<file path="src/sts_pkg.sv">
package sts_pkg;

    localparam int DATA_W  = 32;
    localparam int INDEX_W = 8;
    localparam int COUNT_W = 9;

    localparam logic ACTION_WRITE  = 1'b0;
    localparam logic ACTION_SEARCH = 1'b1;

    typedef enum logic [1:0] {
        ST_IDLE = 2'b01,
        ST_CMP  = 2'b10
    } state_t;

    typedef struct packed {
        logic               done;
        logic               found;
        logic [INDEX_W-1:0] found_index;
    } result_t;

endpackage

</file>
<file path="src/sts_ctrl.sv">
module sts_ctrl
    import sts_pkg::*;
#(
    parameter int TABLE_DEPTH = 256,
    parameter int ADDR_W      = (TABLE_DEPTH > 1) ? $clog2(TABLE_DEPTH) : 1
) (
    input  logic               clk,
    input  logic               rst_n,
    input  logic               start,
    output logic               busy,
    input  logic               action,
    input  logic [INDEX_W-1:0] entry_index,
    input  logic [DATA_W-1:0]  entry_value,
    input  logic [DATA_W-1:0]  search_key,
    input  logic [COUNT_W-1:0] entry_count,
    output logic               mem_we,
    output logic               mem_re,
    output logic [ADDR_W-1:0]  mem_addr,
    output logic [DATA_W-1:0]  mem_wdata,
    input  logic [DATA_W-1:0]  mem_rdata,
    output result_t            result
);

    localparam int CNT_W = ($clog2(TABLE_DEPTH + 1) > COUNT_W) ?
                           $clog2(TABLE_DEPTH + 1) : COUNT_W;
    localparam logic [CNT_W-1:0] DEPTH_C = CNT_W'(TABLE_DEPTH);

    state_t                    state_reg, state_next;
    logic [CNT_W-1:0]          low_reg, low_next;
    logic [CNT_W-1:0]          hi_reg, hi_next;
    logic [ADDR_W-1:0]         probe_reg, probe_next;
    logic signed [DATA_W-1:0]  key_reg, key_next;
    logic                      done_reg, done_next;
    logic                      found_reg, found_next;
    logic [INDEX_W-1:0]        found_index_reg, found_index_next;

    logic                      accept;
    logic [CNT_W-1:0]          count_w;
    logic [CNT_W-1:0]          n_sat;
    logic [CNT_W-1:0]          first_probe;
    logic                      wr_in_range;
    logic signed [DATA_W-1:0]  rd_value;
    logic                      eq;
    logic                      gt;
    logic [CNT_W-1:0]          cmp_low;
    logic [CNT_W-1:0]          cmp_hi;
    logic                      cmp_empty;
    logic [CNT_W:0]            cmp_sum;
    logic [ADDR_W-1:0]         cmp_probe;

    assign busy        = (state_reg != ST_IDLE);
    assign accept      = start && !busy;
    assign count_w     = CNT_W'(entry_count);
    assign n_sat       = (count_w > DEPTH_C) ? DEPTH_C : count_w;
    assign first_probe = (n_sat - CNT_W'(1)) >> 1;
    assign wr_in_range = (CNT_W'(entry_index) < DEPTH_C);

    assign rd_value  = $signed(mem_rdata);
    assign eq        = (rd_value == key_reg);
    assign gt        = (rd_value > key_reg);
    assign cmp_low   = gt ? low_reg : (CNT_W'(probe_reg) + CNT_W'(1));
    assign cmp_hi    = gt ? CNT_W'(probe_reg) : hi_reg;
    assign cmp_empty = (cmp_low >= cmp_hi);
    assign cmp_sum   = (CNT_W+1)'(cmp_low) + (CNT_W+1)'(cmp_hi) - (CNT_W+1)'(1);
    assign cmp_probe = ADDR_W'(cmp_sum >> 1);

    always_comb
    begin
        state_next       = state_reg;
        low_next         = low_reg;
        hi_next          = hi_reg;
        probe_next       = probe_reg;
        key_next         = key_reg;
        done_next        = 1'b0;
        found_next       = found_reg;
        found_index_next = found_index_reg;
        mem_we           = 1'b0;
        mem_re           = 1'b0;
        mem_addr         = ADDR_W'(first_probe);
        mem_wdata        = entry_value;
        case (state_reg)
            ST_IDLE:
            begin
                if (accept)
                begin
                    if (action == ACTION_WRITE)
                    begin
                        mem_we   = wr_in_range;
                        mem_addr = ADDR_W'(entry_index);
                    end
                    else if (n_sat == '0)
                    begin
                        done_next        = 1'b1;
                        found_next       = 1'b0;
                        found_index_next = '0;
                    end
                    else
                    begin
                        mem_re     = 1'b1;
                        low_next   = '0;
                        hi_next    = n_sat;
                        probe_next = ADDR_W'(first_probe);
                        key_next   = $signed(search_key);
                        state_next = ST_CMP;
                    end
                end
            end
            ST_CMP:
            begin
                mem_addr = cmp_probe;
                if (eq)
                begin
                    done_next        = 1'b1;
                    found_next       = 1'b1;
                    found_index_next = INDEX_W'(probe_reg);
                    state_next       = ST_IDLE;
                end
                else if (cmp_empty)
                begin
                    done_next        = 1'b1;
                    found_next       = 1'b0;
                    found_index_next = '0;
                    state_next       = ST_IDLE;
                end
                else
                begin
                    mem_re     = 1'b1;
                    low_next   = cmp_low;
                    hi_next    = cmp_hi;
                    probe_next = cmp_probe;
                end
            end
            default:
            begin
                state_next = ST_IDLE;
            end
        endcase
    end

    always_ff @(posedge clk or negedge rst_n)
    begin
        if (!rst_n)
        begin
            state_reg <= ST_IDLE;
            done_reg  <= 1'b0;
        end
        else
        begin
            state_reg <= state_next;
            done_reg  <= done_next;
        end
    end

    always_ff @(posedge clk)
    begin
        low_reg         <= low_next;
        hi_reg          <= hi_next;
        probe_reg       <= probe_next;
        key_reg         <= key_next;
        found_reg       <= found_next;
        found_index_reg <= found_index_next;
    end

    assign result.done        = done_reg;
    assign result.found       = found_reg;
    assign result.found_index = found_index_reg;

    a_no_rw_clash: assert property (@(posedge clk) disable iff (!rst_n)
        !(mem_we && mem_re))
        else $error("table written and read in the same cycle");

    a_done_source: assert property (@(posedge clk) disable iff (!rst_n)
        done_reg |-> $past(state_reg == ST_CMP || (accept && action == ACTION_SEARCH)))
        else $error("result strobe without a finished search");

    a_range_open: assert property (@(posedge clk) disable iff (!rst_n)
        (state_reg == ST_CMP) |-> (low_reg < hi_reg && CNT_W'(probe_reg) < hi_reg))
        else $error("probe outside the open search range");

    a_miss_index: assert property (@(posedge clk) disable iff (!rst_n)
        (done_reg && !found_reg) |-> (found_index_reg == '0))
        else $error("miss reported with non-zero index");

endmodule

</file>
<file path="config.mk">
export PLATFORM = sky130hd
export DESIGN_NAME = sts_ctrl
export DESIGN_NICKNAME = d
export VERILOG_FILES = /design/src/sts_pkg.sv /design/src/sts_ctrl.sv
export SDC_FILE = /design/constraint.sdc
export NUM_CORES = 1
export LEC_CHECK = 0
export BUFFER_PORTS_ARGS = -buffer_cell sky130_fd_sc_hd__buf_2
export CORE_ASPECT_RATIO = 2
export CORE_MARGIN = 4
export CORE_UTILIZATION = 40
export DETAILED_ROUTE_END_ITERATION = 8
export MAX_ROUTING_LAYER = met4
export PLACE_DENSITY = 0.66
export SYNTH_ARGS = -nofsm -noshare
export SYNTH_HDL_FRONTEND = slang
export SYNTH_SLANG_ARGS = --single-unit
</file>
<file path="constraint.sdc">
create_clock -name clk -period 19.8 [get_ports clk]
set_input_delay 3.96 -clock clk [delete_from_list [all_inputs] [get_ports clk]]
set_output_delay 3.96 -clock clk [all_outputs]
set_load 0.01 [all_outputs]
</file>
==> metrics.csv, run 1 <==
stage;metric;value;unit
run;max-cap violations;0;
sta;final setup fails;0;
grt;largest net degree at the start of global routing;33;
setup_path;CP Data Required Time;15840;ps
cells_and_area;Final Cell Area;5828;um2
power;Max VDD drop;0.00008058;V
synthesis;post-synthesis mux area share;3.791;%
synthesis;syn nets;690;
synthesis;post-synth top area cell;edfxtp_1;
grt;initial antenna violation count;0;
placement;RD Place Congestion;0.8627;
clocking;CTS Buf Count;9;
synthesis;yosys warns;0;
clocking;clk_lat worst skew;330;ps
placement;IO Port Bufs;105;
route;Pre-antenna DRT Iters;4;
synthesis;EDFF count, synth;67;
clocking;Resized cells post-CTS;0;
power;sequential power share;28.6;%
synthesis;Syn Area/Cell;9.869;um2
synthesis;Seq/Total Area, Yosys;41.09;%
synthesis;top post-synthesis cells by area;edfxtp_1, ha_1, buf_4;
sta;fin crit period;12880;ps
grt;vias in the first global route;4189;
sta;relative slew slack;30.71;%
power;Int Power;449.3;uW
route;Avg Vias per Cell;5.427;
synthesis;ys async rst share;4.286;%
sta;final setup TNS;0;ps
sta;clock skew;5.674;ps
grt;total track usage;17.46;%
cells_and_area;# fillers;1184;
power;clock network fraction of design power;23.6;%
die;Die Wd;87.71;um
setup_path;CP Cell Sequence;buf_2 -> ha_1 -> a21oi_1 -> o21ai_1 -> a221o_1 -> o31a_1 -> or3_1 -> nand2_4 -> mux2i_1 -> inv_1 -> ha_1 -> ha_1 -> a21o_1 -> a21oi_1 -> nor2_1 -> a21o_1 -> a21oi_1 -> nor3b_1 -> mux2i_1 -> and3_1 -> o221ai_1 -> buf_2;
route;initial detailed-routing violation count;120;
cells_and_area;Ant. Diodes;0;
setup_path;Crit path max-delay family;compound AO/OA/AOI/OAI gates;
synthesis;adder-cell share of the synthesized area;14.43;%
clocking;clk slew on worst S/H paths;60;ps
sta;share of the clock period used by the worst path;65.03;%
setup_path;kind of critical path;in -> out;
die;standard-cell rows;58;
clocking;clk buf depth;2;
setup_path;crit path max fanout;27;
die;die extent in y;167.4;um
power;switching share of power;38.89;%
cells_and_area;Synth-to-Final Area Change;14.67;%
setup_path;WP data arrival;8920;ps
clocking;Post-CTS Setup Inserts;0;
sta;fmax;77.67;MHz
route;Wirelength per Cell;16.59;um
synthesis;Gate Count Post-Synth;515;
synthesis;Simple-Gate Fraction of Synth Area;13.59;%
sta;Final WS setup;6924;ps
sta;Hold Vio Cnt, Final;0;
sta;Hold WS;637.4;ps
min_path;Hold Path Class;reg -> reg;
power;static leakage;2.641;nW
power;PD cells;126.2;nW/um2
die;Die Area;14680;um2
grt;global-route wire length before repair;19.35;mm
route;via count;4016;
synthesis;predominant post-synthesis flop cell;edfxtp_1;
synthesis;Yosys reg bits;70;
synthesis;XOR/XNOR Fraction of Synth Area;3.102;%
setup_path;critical path startpoint category;input port;
clocking;clock root buffer;clkbuf_16;
setup_path;slowest stage cell, crit path;or3_1;
power;total design power;735.3;uW
power;logic gate share of total power;47.8;%
die;Initial Util;40.72;%
clocking;cts hold-fix bufs;0;
synthesis;Yosys cell types;59;
synthesis;post-synth top area share;39.59;%
clocking;H-tree levels;3;
synthesis;largest family of logic cells by synthesized area;adder cells;
clocking;CTS tree;built;
sta;worst-margin pin slew;1038;ps
die;I/O pin count;170;
cells_and_area;Finished Layout Cells;740;
placement;pre-CTS setup slack;6924;ps
run_status;run status;finished clean;
sta;RSZ-0062 raised after global routing;no;
sta;Max Slew Vio Count;0;
placement;placed insts;724;
route;Antenna Nets Post-Route;0;
placement;DP Area;5504;um2
route;# DRC;0;
die;core area;12480;um2
synthesis;Compound-Gate Fraction of Synth Area;13.49;%
setup_path;Buf+Inv Stages, Crit Path;3;
setup_path;Crit path largest cell delay;480;ps
cells_and_area;fraction of layout cells with a size suffix above 1;23.90;%
clocking;Sink Count;70;
setup_path;CP endpoint kind;output pin;
synthesis;synthesized cell area;5082;um2
cells_and_area;max reg flops;32;
power;switching power total;285.9;uW
grt;total congestion overflow;0;
cells_and_area;Layout Nets;760;
cells_and_area;Layout Utilization;46.69;%
route;Routed Wire Length;12.28;mm
placement;dpl hpwl;9.842;mm
## routing by layer
| metal | GRT usage (%) | share of wire (%) | vias up | wire length (um) |
|---|---|---|---|---|
| li1 | - | - | 1934 | - |
| met1 | 16.23 | 34 | 1849 | 4225 |
| met2 | 31.87 | 53 | 188 | 6555 |
| met3 | 3.644 | 7.9 | 45 | 971 |
| met4 | 9.552 | 4.3 | 0 | 525 |
| met5 | - | 0 | - | 0 |
## cell usage after synthesis, drive strengths merged (4+ instances only)
library cell  count
and2             11
a21oi            41
xnor2             8
nand4            10
nand2b            7
a31o              4
a22oi             5
o22ai             4
nand3            10
xor2             10
mux2i            17
inv              57
and3              4
edfxtp           67
ha               57
nor3              4
clkbuf           10
o21ai            16
o221ai            4
buf              39
nor2b             4
nand2            33
a21o              6
nor2             45
nor4              4
## power by group through the flow
stage | Clock (mW) | Combinational [mW] | Sequential (mW)
after global placement | 0 | 0.339 | 0.212
final | 0.174 | 0.351 | 0.210
after floorplan | 0 | 0.267 | 0.208
after global routing | 0.184 | 0.394 | 0.213
after CTS | 0.178 | 0.352 | 0.210
after detailed placement | 0 | 0.348 | 0.213
## path summary, 6_finish.rpt
check / startpoint / endpoint / slack, ps / cells after the start
hold / removal: low_reg[3]$_SDFFCE_PN0P_ / low_reg[3]$_SDFFCE_PN0P_ / 640 / 2
min in group asynchronous: rst_n / done_reg$_DFF_PN0_ / 3410 / 1
max in group asynchronous: rst_n / state_reg[0]$_DFFE_PN1P_ / 16200 / 1
hold reg to reg: low_reg[3]$_SDFFCE_PN0P_ / low_reg[3]$_SDFFCE_PN0P_ / 640 / 2
setup / recovery: mem_rdata[5] / mem_addr[7] / 6920 / 22
setup reg to reg: key_reg[13]$_DFFE_PP_ / found_index_reg[4]$_SDFFCE_PN0P_ / 14050 / 18
## layout by cell type, fill, tap and decap left out, drive strengths merged, types with 5 or more instances in the layout
master | netlist | routed
a21o | 6 | 6
a21oi | 41 | 41
a22oi | 5 | 5
and2 | 11 | 11
buf | 39 | 108
clkbuf | 10 | 9
edfxtp | 67 | 67
ha | 57 | 57
inv | 57 | 57
mux2i | 17 | 17
nand2 | 33 | 33
nand2b | 7 | 7
nand3 | 10 | 10
nand4 | 10 | 10
nor2 | 45 | 45
o21ai | 16 | 16
xnor2 | 8 | 8
xor2 | 10 | 10
## cell type report
| type | count | area, um2 | share of cell area [%] |
|---|---|---|---|
| tap | 150 | 187.7 | 3.220 |
| timing repair buffer | 108 | 548.0 | 9.403 |
| inverter | 57 | 214.0 | 3.671 |
| multi-input combinational | 339 | 2466 | 42.31 |
| clock inverter | 7 | 98.84 | 1.696 |
| sequential | 70 | 2088 | 35.83 |
| clock buffer | 9 | 225.2 | 3.864 |
## kinds of logic (layout without fill, tap and decap cells)
group	Yosys count	count (layout)
compound gates	102	102
xor+xnor	18	18
fa+ha+maj	58	58
buf+inv	106	181
flops	70	70
mux	19	19
simple gates	142	142
## worst register-to-register path, stage by stage, from the launching register on
cell	delay [ps]
edfxtp_1	330
inv_1	40
ha_1	290
nand4_1	150
or4_1	580
a21oi_1	220
o31a_1	250
or3_1	320
nand2_4	270
a21oi_1	370
inv_1	110
ha_1	350
nor2b_1	150
nand4_1	170
a21oi_1	170
nor2_1	90
a2111oi_4	500
a211oi_1	180
a21oi_1	810
No activity file was read; power rests on OpenSTA's default activity.
==> run 2, diff against run 1 <==
clock period = 12.2 ns   (was 19.8 ns; I/O delays follow)
==> run 2 against run 1 <==
Effect of this change:
- sequential power rose by 62%
- first-iteration DRC count up 21%
- sequential share of layout area about the same
- routed wire length down 0.55%
- hold slack gained 4.8 ps
- via count decreased by 1.4%
- utilization is essentially flat
- design area about the same
- global-route usage increased by 0.35 points
- critical path depth stayed put
- worst setup slack lost 4600 ps
- critical endpoint unchanged
==> metrics.csv, run 2 (synthesis results as in run 1) <==
stage;metric;value;unit
clocking;H-tree levels;3;
power;sequential power share;28.6;%
sta;final setup TNS;0;ps
clocking;clk buf depth;2;
power;switching share of power;38.76;%
setup_path;Crit path largest cell delay;480;ps
route;Routed Wire Length;12.21;mm
die;standard-cell rows;58;
placement;IO Port Bufs;105;
clocking;clk slew on worst S/H paths;60;ps
die;Die Wd;87.71;um
setup_path;number of cells on the critical path;22;
grt;initial antenna violation count;0;
route;Avg Vias per Cell;5.350;
placement;dpl hpwl;9.906;mm
cells_and_area;Ant. Diodes;0;
min_path;hold depth;2;
sta;worst-margin pin slew;1026;ps
grt;vias in the first global route;4164;
setup_path;Worst Reg-to-Reg Cells;18;
die;core area;12480;um2
clocking;Post-CTS Setup Inserts;0;
power;Int Power;729.5;uW
route;via count;3959;
sta;relative slew slack;31.52;%
clocking;clock root buffer;clkbuf_16;
clocking;cts hold-fix bufs;0;
setup_path;slowest stage cell, crit path;or3_1;
sta;fmax;101.7;MHz
sta;RSZ-0062 raised after global routing;no;
clocking;clk_lat worst skew;330;ps
grt;total congestion overflow;0;
power;clock network fraction of design power;23.7;%
run_status;run status;finished clean;
setup_path;kind of critical path;in -> out;
die;I/O pin count;170;
setup_path;r2r setup slk;6470;ps
sta;fin crit period;9829;ps
die;Initial Util;40.72;%
cells_and_area;fraction of layout cells with a size suffix above 1;23.90;%
setup_path;crit path max fanout;27;
setup_path;Crit path max-delay family;compound AO/OA/AOI/OAI gates;
cells_and_area;most common cell after layout, fill and taps aside;buf_2;
power;total design power;1.191;mW
placement;RD Place Congestion;0.8624;
setup_path;Buf+Inv Stages, Crit Path;3;
grt;global-route wire length before repair;19.67;mm
grt;total track usage;17.81;%
setup_path;WP data arrival;7390;ps
sta;Max Slew Vio Count;0;
route;Wirelength per Cell;16.50;um
cells_and_area;max reg flops;32;
setup_path;CP Cell Sequence;buf_2 -> ha_1 -> a21oi_1 -> o21ai_1 -> a221o_1 -> o31a_1 -> or3_1 -> nand2_4 -> mux2i_1 -> inv_1 -> ha_1 -> ha_1 -> a21o_1 -> a21oi_1 -> nor2_1 -> a21o_1 -> a21oi_1 -> nor3b_1 -> mux2i_1 -> and3_1 -> o221ai_1 -> buf_2;
clocking;CTS tree;built;
route;Antenna Nets Post-Route;0;
power;PD cells;204.4;nW/um2
sta;clock skew;7.578;ps
power;switching power total;461.8;uW
min_path;WHS Endpoint;low_reg[0]$_SDFFCE_PN0P_;
cells_and_area;most frequent cells in the layout;buf_2, edfxtp_1, inv_1, ha_1, nor2_1;
power;logic gate share of total power;47.7;%
clocking;Resized cells post-CTS;0;
die;die extent in y;167.4;um
grt;largest net degree at the start of global routing;33;
setup_path;Worst R2R Start;key_reg[13]$_DFFE_PP_;
power;static leakage;2.638;nW
sta;final setup fails;0;
sta;share of the clock period used by the worst path;80.56;%
setup_path;RR Endpoint;found_index_reg[7]$_SDFFCE_PN0P_;
clocking;Sink Count;70;
setup_path;CP endpoint kind;output pin;
min_path;Hold Startpoint;low_reg[0]$_SDFFCE_PN0P_;
route;# DRC;0;
route;initial detailed-routing violation count;145;
setup_path;CP Data Required Time;9760;ps
clocking;CTS Buf Count;9;
cells_and_area;Layout Nets;760;
setup_path;critical path startpoint category;input port;
min_path;Hold Path Class;reg -> reg;
power;Max VDD drop;0.0001331;V
run;max-cap violations;0;
sta;Hold Vio Cnt, Final;0;
cells_and_area;Synth-to-Final Area Change;14.65;%
route;Pre-antenna DRT Iters;5;
die;Die Area;14680;um2
## run 2: metrics by stage
| stage | cell area, um2 | utilization [%] | worst slack, ps | hold WS (ps) | std cells |
|---|---|---|---|---|---|
| 5_1_grt | 5827 | 46.68 | 2003 | 682.1 | 740 |
| 3_5_place_dp | 5504 | 44.10 | 2373 | 634.7 | 724 |
| 3_3_place_gp | 5504 | 44.10 | 2511 | 585.9 | 724 |
| 2_1_floorplan | 5082 | - | 3039 | 561.4 | 515 |
| 6_report | 5827 | 46.68 | 2371 | 642.2 | 740 |
| 4_1_cts | 5827 | 46.68 | 2331 | 645.8 | 740 |
## run 2: final cells by class
class / instances / area [um2]
Fill cell: 1192 / 6655
Multi-Input combinational cell: 339 / 2466
Sequential cell: 70 / 2088
Timing Repair Buffer: 108 / 548.0
Clock buffer: 9 / 225.2
Inverter: 57 / 214.0
Tap cell: 150 / 187.7
Clock inverter: 7 / 97.59
## run 2: worst max path at each step
stage                     slack [ps]          end          start
final                           2370  mem_addr[7]   mem_rdata[5]
after global routing            2000  mem_addr[7]  mem_rdata[13]
after CTS                       2330  mem_addr[7]  mem_rdata[13]
after detailed placement        2370  mem_addr[7]   mem_rdata[5]
after global placement          2510  mem_addr[7]  mem_rdata[15]
after floorplan                 3040  mem_addr[7]  mem_rdata[14]
## run 2: worst reg2reg max path, delay by kind of cell (launching register included)
kind                     cells  cell delay [ps]
AO/OA/AOI/OAI                7             2530
AND/OR/NAND/NOR              7             1750
adder cells (fa/ha/maj)      2              620
flip-flops                   1              330
buffers and inverters        2              120
## run 2: routing by layer
| metal | track usage (%) | routed length [um] | vias up |
|---|---|---|---|
| li1 | - | - | 1935 |
| met1 | 17.08 | 4247 | 1802 |
| met2 | 31.60 | 6555 | 182 |
| met3 | 4.185 | 884 | 40 |
| met4 | 9.820 | 522 | 0 |
| met5 | - | 0 | - |
## run 2: power by group through the flow
| stage | Clock, mW | Sequential [mW] | Combinational (mW) |
|---|---|---|---|
| floorplan | 0 | 0.337 | 0.433 |
| global placement | 0 | 0.345 | 0.550 |
| detailed placement | 0 | 0.346 | 0.566 |
| CTS | 0.289 | 0.341 | 0.571 |
| global route | 0.300 | 0.345 | 0.643 |
| finish | 0.282 | 0.340 | 0.569 |
==> run 3, diff against run 2 <==
ABC_AREA = 1   (was default)
clock period = 9.75 ns   (was 12.2 ns; I/O delays follow)
==> run 3 against run 2 <==
Effect of this change:
- critical endpoint unchanged
- largest power group unchanged
- clock power is 35% higher
- first-iteration DRC count is 54% higher
- worst setup slack worse by 760 ps
- critical path type unchanged
==> metrics.csv, run 3 <==
stage;metric;value;unit
die;Initial Util;41.11;%
synthesis;predominant post-synthesis flop cell;edfxtp_1;
synthesis;Syn Area/Cell;8.482;um2
cells_and_area;Layout Utilization;47.21;%
cells_and_area;fraction of layout cells with a size suffix above 1;22.54;%
clocking;clk slew on worst S/H paths;60;ps
power;static leakage;2.934;nW
synthesis;ys async rst share;4.286;%
grt;initial antenna violation count;0;
cells_and_area;most frequent cells in the layout;nand2_1, inv_1, buf_2;
setup_path;critical path startpoint category;input port;
cells_and_area;Final Cell Area;5961;um2
synthesis;count leader, synth;nand2_1;
setup_path;Crit path largest cell delay;380;ps
setup_path;Worst Reg-to-Reg Cells;24;
synthesis;Yosys reg bits;70;
clocking;Sink Count;70;
placement;IO Port Bufs;105;
sta;Hold Vio Cnt, Final;0;
clocking;clk buf depth;2;
die;standard-cell rows;58;
setup_path;cell mode on critical path;nand2_1;
route;Antenna Nets Post-Route;0;
clocking;CTS tree;built;
placement;dpl hpwl;10.79;mm
clocking;Resized cells post-CTS;0;
route;initial detailed-routing violation count;224;
die;Die Area;14980;um2
setup_path;crit path max fanout;21;
setup_path;Crit path max-delay family;simple AND/OR/NAND/NOR gates;
clocking;Post-CTS Setup Inserts;0;
setup_path;kind of critical path;in -> out;
cells_and_area;most common cell after layout, fill and taps aside;nand2_1;
die;I/O pin count;170;
clocking;cts hold-fix bufs;0;
grt;largest net degree at the start of global routing;35;
route;Avg Vias per Cell;5.048;
sta;clock skew;7.427;ps
synthesis;Seq/Total Area, Yosys;40.23;%
min_path;hold depth;2;
setup_path;CP Data Required Time;7800;ps
clocking;CTS Buf Count;9;
route;Wirelength per Cell;15.47;um
cells_and_area;max reg flops;32;
clocking;H-tree levels;3;
sta;Max Slew Vio Count;0;
synthesis;syn nets;787;
sta;fin crit period;8134;ps
setup_path;slowest stage cell, crit path;a221oi_1;
sta;final setup TNS;0;ps
die;Die Wd;88.56;um
grt;vias in the first global route;4530;
synthesis;top post-synthesis cells by area;edfxtp_1, ha_1, nand2_1;
setup_path;number of cells on the critical path;26;
power;total design power;1.558;mW
synthesis;Yosys cell types;43;
clocking;clk_lat worst skew;340;ps
run;max-cap violations;0;
die;die extent in y;169.1;um
route;Pre-antenna DRT Iters;4;
synthesis;Gate Count Post-Synth;612;
sta;RSZ-0062 raised after global routing;no;
grt;total congestion overflow;0;
setup_path;Buf+Inv Stages, Crit Path;5;
die;core area;12630;um2
sta;fmax;122.9;MHz
synthesis;post-synth top area share;38.76;%
min_path;Hold Path Class;reg -> reg;
synthesis;post-synth top area cell;edfxtp_1;
route;# DRC;0;
synthesis;Commonest cells post-synth;nand2_1, inv_1, edfxtp_1, ha_1, nor2_1;
grt;global-route wire length before repair;20.81;mm
grt;total track usage;18.61;%
setup_path;CP endpoint kind;output pin;
sta;relative slew slack;35.11;%
placement;RD Place Congestion;0.9837;
sta;worst-margin pin slew;972.3;ps
power;Max VDD drop;0.0001848;V
route;via count;4250;
cells_and_area;Layout Nets;862;
sta;share of the clock period used by the worst path;83.43;%
power;PD cells;261.3;nW/um2
setup_path;WP data arrival;6180;ps
placement;DP Area;5615;um2
clocking;clock root buffer;clkbuf_16;
sta;final setup fails;0;
cells_and_area;Ant. Diodes;0;
cells_and_area;# fillers;1263;
synthesis;EDFF count, synth;67;
route;Routed Wire Length;13.02;mm
cells_and_area;Synth-to-Final Area Change;14.82;%
synthesis;synthesized cell area;5191;um2
run_status;run status;finished clean;
synthesis;yosys warns;0;
## run 3: area by class of cell
cell class / count / area, um2 / area share (%)
clock inverter: 7 / 120.1 / 2.015
sequential: 70 / 2088 / 35.03
tap: 150 / 187.7 / 3.149
clock buffer: 9 / 225.2 / 3.778
multi-input combinational: 389 / 2390 / 40.09
inverter: 111 / 416.7 / 6.990
timing repair buffer: 106 / 533.0 / 8.942
## run 3: through the flow
step           instances  setup WS (ps)  hold slack (ps)
5_1_grt              842           1099            535.4
4_1_cts              842           1605            495.3
3_3_place_gp         826           1797            465.9
3_5_place_dp         826           1629            486.2
6_report             842           1616            490.2
2_1_floorplan        612           2369            451.7
## run 3: final timing paths
kind                       slack (ps)                     start                        to
max                              1620             mem_rdata[31]               mem_addr[7]
min                               490  state_reg[0]$_DFFE_PN1P_  state_reg[0]$_DFFE_PN1P_
max reg2reg                      5180     key_reg[27]$_DFFE_PP_    probe_reg[7]$_DFFE_PP_
min reg2reg                       490  state_reg[0]$_DFFE_PN1P_  state_reg[0]$_DFFE_PN1P_
max in group asynchronous        8160                     rst_n  state_reg[0]$_DFFE_PN1P_
min in group asynchronous        1400                     rst_n        done_reg$_DFF_PN0_
## run 3: logic make-up (layout without fill, tap and decap cells)
| logic type | count (synthesis) | count (layout) | synth area share (%) |
|---|---|---|---|
| AND/OR/NAND/NOR | 228 | 228 | 20.01 |
| buffers and inverters | 153 | 233 | 13.88 |
| AO/OA/AOI/OAI | 92 | 92 | 9.906 |
| flip-flops | 70 | 70 | 40.23 |
| adder cells (fa/ha/maj) | 58 | 58 | 14.12 |
| XOR/XNOR | 11 | 11 | 1.856 |
## run 3: power breakdown
part / internal (mW) / total [mW] / switching (mW)
sequential: 0.410 / 0.434 / 0.0241
clock: 0.251 / 0.381 / 0.130
combinational: 0.261 / 0.743 / 0.482
## run 3: routing by layer
metal / share of wire (%) / global-route usage [%] / vias to the layer above
met1: 34 / 16.41 / 1946
met3: 4.9 / 3.264 / 48
met5: 0 / - / -
met4: 5.3 / 11.05 / 0
li1: - / - / 2121
met2: 56 / 34.95 / 135
## run 3: worst register-to-register path, cell delays in order (launching register included)
cell,delay [ps]
edfxtp_1,340
inv_1,50
ha_1,290
nand2_1,70
nor2_1,190
nand2_2,100
nor3b_2,220
nand2_1,110
nand2_1,80
nand2_2,90
nand3_4,220
inv_2,180
o21ai_0,350
ha_1,320
ha_1,360
a21oi_1,150
inv_1,50
a31oi_1,190
nor2_1,60
inv_1,80
nor2_1,80
a221oi_1,380
nand3_2,130
nand3_2,110
o21ai_1,90
